File: config.mk
export PLATFORM = sky130hd
export DESIGN_NAME = lfu_cache_table_core
export DESIGN_NICKNAME = d
export VERILOG_FILES = /design/src/rtl/core/lfu_pkg.sv /design/src/rtl/core/lfu_cache_table_core.sv
export SDC_FILE = /design/constraint.sdc
export NUM_CORES = 2
export LEC_CHECK = 0
export BUFFER_PORTS_ARGS = -buffer_cell sky130_fd_sc_hd__buf_4
export CORE_ASPECT_RATIO = 0.75
export CORE_MARGIN = 2
export CORE_UTILIZATION = 57
export DETAILED_ROUTE_END_ITERATION = 12
export PLACE_DENSITY = 0.81
export SETUP_SLACK_MARGIN = 0.5
export SKIP_CTS_REPAIR_TIMING = 1
export SYNTH_ARGS = -nofsm -noshare
export SYNTH_HDL_FRONTEND = slang
export SYNTH_SLANG_ARGS = --single-unit
File: constraint.sdc
create_clock -name i_clk -period 9.11 [get_ports i_clk]
set_input_delay 0.911 -clock i_clk [delete_from_list [all_inputs] [get_ports i_clk]]
set_output_delay 0.911 -clock i_clk [all_outputs]
set_load 0.1 [all_outputs]
File: src/rtl/core/lfu_pkg.sv
// Shared types and constants for the LFU cache table.
// No dependencies; imported by lfu_cache_table_core and its testbench.
package lfu_pkg;

    localparam int          LFU_MAX_ENTRIES = 16;
    localparam int          CAP_W           = 5;
    localparam logic [4:0]  CAP_RESET       = 5'd16;
    localparam logic [31:0] COUNT_MAX       = 32'hFFFF_FFFF;
    localparam logic [31:0] COUNT_FIRST     = 32'd1;
    localparam logic [31:0] VALUE_MISS      = 32'hFFFF_FFFF;
    localparam logic [31:0] VALUE_PUT       = 32'd0;

    // Operation codes
    localparam logic OP_GET = 1'b0;
    localparam logic OP_PUT = 1'b1;

    // One stored entry: key, value, use count, last-touch stamp
    typedef struct packed {
        logic [31:0] key;
        logic [31:0] value;
        logic [31:0] count;
        logic [63:0] stamp;
    } t_entry;

endpackage

File: src/rtl/core/lfu_cache_table_core.sv
// LFU cache table: key-value store with least-frequently-used replacement.
// Depends on lfu_pkg (entry type, op codes, reset constants).
//
// Usage:
//   Input channel (i_in_valid/o_in_ready) transfers one get or put request:
//   operation, lookup key and write value. Output channel
//   (o_out_valid/i_out_ready) transfers one result per request: key_found and
//   read_value (stored value on get hit, all ones on get miss, zero on put).
//   Config channel (i_cfg_valid/o_cfg_ready) writes capacity_in_use; write it
//   only while no request is in flight.
// Timing:
//   A request scans the occupied entries, one entry per cycle through the
//   entry memory's single read port, into one shared key/priority compare
//   unit. The input reopens when the result is written to the output
//   register, so a new request is taken only once the last one is finished.
// Reset and stall:
//   Reset empties the table, zeroes the touch clock and sets capacity to 16.
//   The memory needs no clearing pass: only entries below the fill count are
//   ever used. If the output stays stalled, the finished request waits in its
//   write-back step and the table is not updated until the older result moves.
module lfu_cache_table_core
    import lfu_pkg::*;
#(
    parameter int MAX_ENTRIES = LFU_MAX_ENTRIES
) (
    input  logic               i_clk,
    input  logic               i_rst_n,
    // config write
    input  logic               i_cfg_valid,
    output logic               o_cfg_ready,
    input  logic [CAP_W-1:0]   i_cfg_capacity_in_use,
    // request
    input  logic               i_in_valid,
    output logic               o_in_ready,
    input  logic               i_operation,
    input  logic signed [31:0] i_lookup_key,
    input  logic signed [31:0] i_write_value,
    // result
    output logic               o_out_valid,
    input  logic               i_out_ready,
    output logic               o_key_found,
    output logic signed [31:0] o_read_value
);

    localparam int OCC_W = $clog2(MAX_ENTRIES + 1);
    localparam int AW    = (MAX_ENTRIES > 1) ? $clog2(MAX_ENTRIES) : 1;
    localparam int CMP_W = (OCC_W > CAP_W) ? OCC_W : CAP_W;

    typedef enum logic [1:0] {
        ST_IDLE,
        ST_SCAN,
        ST_WB
    } t_state;

    t_state            r_state;
    logic [CAP_W-1:0]  r_cap;
    logic [OCC_W-1:0]  r_occ;
    logic [63:0]       r_clock;

    // latched request
    logic              r_op;
    logic [31:0]       r_key;
    logic [31:0]       r_val;

    // scan control
    logic [OCC_W-1:0]  r_idx;
    logic              r_pend;
    logic [AW-1:0]     r_cmp_idx;

    // scan results
    logic              r_hit;
    logic [AW-1:0]     r_hit_slot;
    logic [31:0]       r_hit_val;
    logic [31:0]       r_hit_cnt;
    logic              r_have_v;
    logic [AW-1:0]     r_v_slot;
    logic [31:0]       r_v_cnt;
    logic [63:0]       r_v_stamp;

    // result register
    logic              r_out_valid;
    logic              r_key_found;
    logic [31:0]       r_read_value;

    // entry memory
    t_entry            r_mem [MAX_ENTRIES];
    t_entry            r_rd_data;

    logic              issue;
    logic              key_eq;
    logic              better;
    logic              wb_go;
    logic [31:0]       cnt_inc;
    logic [CMP_W-1:0]  cap_ext;
    logic [CMP_W-1:0]  cap_eff;
    logic [CMP_W-1:0]  occ_ext;
    logic              mem_we;
    logic [AW-1:0]     mem_wa;
    t_entry            mem_wd;
    logic              n_found;
    logic [31:0]       n_read_value;
    logic              occ_inc;

    assign o_cfg_ready  = 1'b1;
    assign o_in_ready   = (r_state == ST_IDLE);
    assign o_out_valid  = r_out_valid;
    assign o_key_found  = r_key_found;
    assign o_read_value = r_read_value;

    // Shared compare unit: key match and (count, stamp) priority
    assign issue  = (r_state == ST_SCAN) && (r_idx < r_occ);
    assign key_eq = (r_rd_data.key == r_key);
    assign better = !r_have_v ||
                    ({r_rd_data.count, r_rd_data.stamp} < {r_v_cnt, r_v_stamp});

    assign wb_go   = (r_state == ST_WB) && (!r_out_valid || i_out_ready);
    assign cnt_inc = (r_hit_cnt == COUNT_MAX) ? r_hit_cnt : r_hit_cnt + 32'd1;

    // Clamp capacity to the table size
    assign cap_ext = CMP_W'(r_cap);
    assign occ_ext = CMP_W'(r_occ);
    assign cap_eff = (cap_ext > CMP_W'(MAX_ENTRIES)) ? CMP_W'(MAX_ENTRIES) : cap_ext;

    // Decide the write-back and the result
    always_comb begin
        mem_we       = 1'b0;
        mem_wa       = r_hit_slot;
        mem_wd       = '{key: r_key, value: r_val, count: COUNT_FIRST, stamp: r_clock};
        n_found      = r_hit;
        n_read_value = VALUE_PUT;
        occ_inc      = 1'b0;
        if (r_op == OP_GET) begin
            if (r_hit) begin
                mem_we       = 1'b1;
                mem_wd.value = r_hit_val;
                mem_wd.count = cnt_inc;
                n_read_value = r_hit_val;
            end else begin
                n_read_value = VALUE_MISS;
            end
        end else if (cap_eff != '0) begin
            mem_we = 1'b1;
            if (r_hit) begin
                mem_wd.count = cnt_inc;
            end else if (occ_ext >= cap_eff) begin
                mem_wa = r_v_slot;
            end else begin
                mem_wa  = r_occ[AW-1:0];
                occ_inc = 1'b1;
            end
        end
    end

    // Entry memory: one write port, one registered read port
    always_ff @(posedge i_clk) begin
        if (wb_go && mem_we) begin
            r_mem[mem_wa] <= mem_wd;
        end
        r_rd_data <= r_mem[r_idx[AW-1:0]];
    end

    // Sequencer, table bookkeeping and result register
    always_ff @(posedge i_clk) begin
        if (!i_rst_n) begin
            r_state     <= ST_IDLE;
            r_cap       <= CAP_RESET;
            r_occ       <= '0;
            r_clock     <= '0;
            r_pend      <= 1'b0;
            r_hit       <= 1'b0;
            r_have_v    <= 1'b0;
            r_out_valid <= 1'b0;
        end else begin
            if (i_cfg_valid) begin
                r_cap <= i_cfg_capacity_in_use;
            end
            // drop the result once the receiver takes it
            if (r_out_valid && i_out_ready && !wb_go) begin
                r_out_valid <= 1'b0;
            end
            unique case (r_state)
                ST_IDLE: begin
                    if (i_in_valid) begin
                        r_op     <= i_operation;
                        r_key    <= i_lookup_key;
                        r_val    <= i_write_value;
                        r_idx    <= '0;
                        r_pend   <= 1'b0;
                        r_hit    <= 1'b0;
                        r_have_v <= 1'b0;
                        r_state  <= ST_SCAN;
                    end
                end
                ST_SCAN: begin
                    // advance the read address, compare the entry read last cycle
                    r_pend    <= issue;
                    r_cmp_idx <= r_idx[AW-1:0];
                    if (issue) begin
                        r_idx <= r_idx + OCC_W'(1);
                    end
                    if (r_pend) begin
                        if (!r_hit && key_eq) begin
                            r_hit      <= 1'b1;
                            r_hit_slot <= r_cmp_idx;
                            r_hit_val  <= r_rd_data.value;
                            r_hit_cnt  <= r_rd_data.count;
                        end
                        if (better) begin
                            r_have_v  <= 1'b1;
                            r_v_slot  <= r_cmp_idx;
                            r_v_cnt   <= r_rd_data.count;
                            r_v_stamp <= r_rd_data.stamp;
                        end
                    end
                    if (!issue && !r_pend) begin
                        r_state <= ST_WB;
                    end
                end
                ST_WB: begin
                    // hold until the result register is free
                    if (wb_go) begin
                        r_out_valid  <= 1'b1;
                        r_key_found  <= n_found;
                        r_read_value <= n_read_value;
                        if (mem_we) begin
                            r_clock <= r_clock + 64'd1;
                        end
                        if (occ_inc) begin
                            r_occ <= r_occ + OCC_W'(1);
                        end
                        r_state <= ST_IDLE;
                    end
                end
                default: r_state <= ST_IDLE;
            endcase
        end
    end

endmodule

==> flow_summary_export.csv <==
group,metric,value,unit
placed_design,gp_congestion,0.777,
layout,post-route-util,64.5,%
clocking,clkTransAtPathRegs,0.07,ns
clocking,clock_path_buffers,4,
floorplan,design.die.area,0.206,mm2
power,combinationalPowerShare,11.6,%
power,leakage,43.6,nW
clocking,htreeDepth,5,
synth,synth_top_area_cell,"edfxtp_1",
setup_path,critical_path_required,9.65,ns
global_routing,grt_pass1_wl,402000,um
hold_path,hold_path.class,"primary input to flop",
global_routing,grt_pass1_vias,57981,
setup_path,cp_data_arrival_time,5.39,ns
floorplan,num_io_pins,111,
floorplan,die_w,524,um
clocking,cts_made_buffers,295,
synth,ys_seq_area_share,77.9,%
power,pwr-share-clk,37.6,%
timing,fin_crit_sh,53.2,%
power,power,0.0321,W
power,power_density,248,mW/mm2
clocking,clock_latency,0.94,ns
setup_path,path_cells,"xor2_1, nor4_1, nand4_1, nor4_1, and4_1, and3_4, buf_4",
timing,tightest_slew,1.24,ns
synth,yosysUniqueCellTypes,57,
global_routing,antenna_found_initial,8,
timing,setup_violations,0,
drt,drt-total-wl,274000,um
drt,wl_per_cell,33.0,um
setup_path,cp_max_fo,37,
placed_design,dpl.hpwl,128000,um
placed_design,io_buffer_count,109,
timing,slew_headroom,16.5,%
floorplan,initial_core_util,57.6,%
power,peakVddDrop,0.000230,V
global_routing,track_usage,26.8,%
synth,syn_area,0.115,mm2
timing,slew_violations,0,
timing,fmax,0.206,GHz
layout,mostFrequentLayoutCells,"edfxtp_1, mux4_2, clkbuf_16, dfxtp_1, buf_4",
floorplan,core,0.200,mm2
synth,ys.warnings.count,0,
timing,skew,0.0725,ns
clocking,cts_tree,"yes",
setup_path,critPathKind,"flop to flop",
synth,synth_top_area_share,73.8,%
drt,vias_per_cell,6.76,
setup_path,crit_top_cell,"nor4_1",
synth,synth_edf_count,2835,
flow_run,maxCapViolations,0,
clocking,clkSinkCount,3075,
synth,async_reset_ff_share,0,%
outcome,status,"complete, no violations",
layout,area_growth,12.1,%
drt,drt_first_pass_iters,8,
synth,ys_ff_latch,3075,
hold_path,hold_depth,1,
power,swShare,23.5,%
timing,hold_slack,0.155,ns
layout,antenna_cells,0,
power,seqPwrFrac,50.7,%
floorplan,num_rows,142,
power,intPower,0.0245,W
clocking,cts-root-buf,"clkbuf_16",
timing,final.min_clock_period,4.85,ns
power,p_switching,0.00755,W
global_routing,grt_max_degree,155,
timing,hold_viol_final,0,
layout,nets,5611,
synth,avgSynthCellArea,22.5,um2
timing,rsz0062_at_grt,"no",
synth,ys.flop_type,"edfxtp_1",
drt,drc,0,
floorplan,die_h,394,um
layout,layout-drive-gt1-share,26.0,%
setup_path,start_kind,"flop",
layout,layout_commonest_cell,"edfxtp_1",
synth,netlist_instances,5132,
drt,vias,56210,
setup_path,reg2regPathDepth,7,
setup_path,slowest_delay,0.75,ns
drt,drt_iter0_drc,8067,
drt,final_antenna_net_count,0,
synth,ys_top_cells_by_area,"edfxtp_1, mux4_2, dfxtp_1, ha_1, clkbuf_1",
synth,syn-num-nets,5315,
global_routing,grt_overflow,0,
setup_path,endpoint_kind,"flop",
setup_path,cp_slowest_cell,"edfxtp_1",
critical path, delay by kind of cell, from the launching register on:
kind	cells	cell delay, ns
buffers and inverters	1	0.65
xor gates and xnor gates	1	0.20
DFF	1	0.75
and+or+nand+nor	5	2.77
final cells by class:
class,count,area [um2]
fill,11945,71100
inverter,145,544
clock inverter,106,1010
sequential,3075,89900
timing repair buffer,218,1870
clock buffer,408,8380
tap,2664,3330
multi-input combinational,1693,24200
power by group through the flow:
stage,combinational [W],clock (W),sequential [W]
6_report,0.00373,0.0121,0.0163
5_1_grt,0.00394,0.0127,0.0163
4_1_cts,0.00375,0.0122,0.0163
3_5_place_dp,0.00364,0,0.0165
3_3_place_gp,0.00358,0,0.0165
2_1_floorplan,0.00250,0,0.0166
synthesized netlist by cell type, drive strengths merged (59+ instances only):
cell type and instances:
nand2 100, xnor2 66, nor2 93, ha 108
xor2 59, o21ai 59, dfxtp 240, edfxtp 2835
mux4 800, and2 64, a21oi 71, clkbuf 164
inv 145
cell families after synthesis:
kind of cell / synth area share, %
DFF: 77.9
muxes: 15.7
and+or+nand+nor: 2.11
buffers and inverters: 1.20
AOI/OAI and AO/OA: 0.929
xor gates and xnor gates: 0.949
adders and majority gates: 1.17
other: 0.00325
path summary, 6_finish.rpt:
| check | slack, ns | to | from |
|---|---|---|---|
| setup / recovery | 4.26 | r_hit_val[5] | r_key[23] |
| hold / removal | 0.16 | r_key[29] | i_lookup_key[29] |
| setup reg to reg | 4.26 | r_hit_val[5] | r_key[23] |
| hold reg to reg | 0.40 | r_hit_val[15] | r_rd_data[111] |
layer usage:
metal  track usage [%]  vias up  part of all wire [%]
met5                 0        -                 0.023
met2              43.4     4194                    49
met3              5.35      720                    10
met4              8.52       10                   3.5
met1              37.3    29455                    37
li1                  -    21831                     -
state kept, by name (all words and copies together) (netlist names), 32 cells and up:
register,flops
r_mem,2560
r_rd_data,160
r_clock,64
r_v_stamp,64
o_read_value,32
r_hit_cnt,32
r_hit_val,32
r_key,32
r_v_cnt,32
r_val,32
stage by stage:
| stage | cell area (um2) | instances | setup slack [ns] | setup TNS (ns) |
|---|---|---|---|---|
| 3_3_place_gp | 120000 | 7794 | 4.30 | 0 |
| 6_report | 129000 | 8309 | 4.26 | 0 |
| 2_1_floorplan | 115000 | 5132 | -0.187 | -237.36 |
| 5_1_grt | 129000 | 8309 | 3.99 | 0 |
| 4_1_cts | 129000 | 8308 | 4.31 | 0 |
| 3_5_place_dp | 120000 | 7794 | 4.16 | 0 |
(Power assumes the default switching activity.)
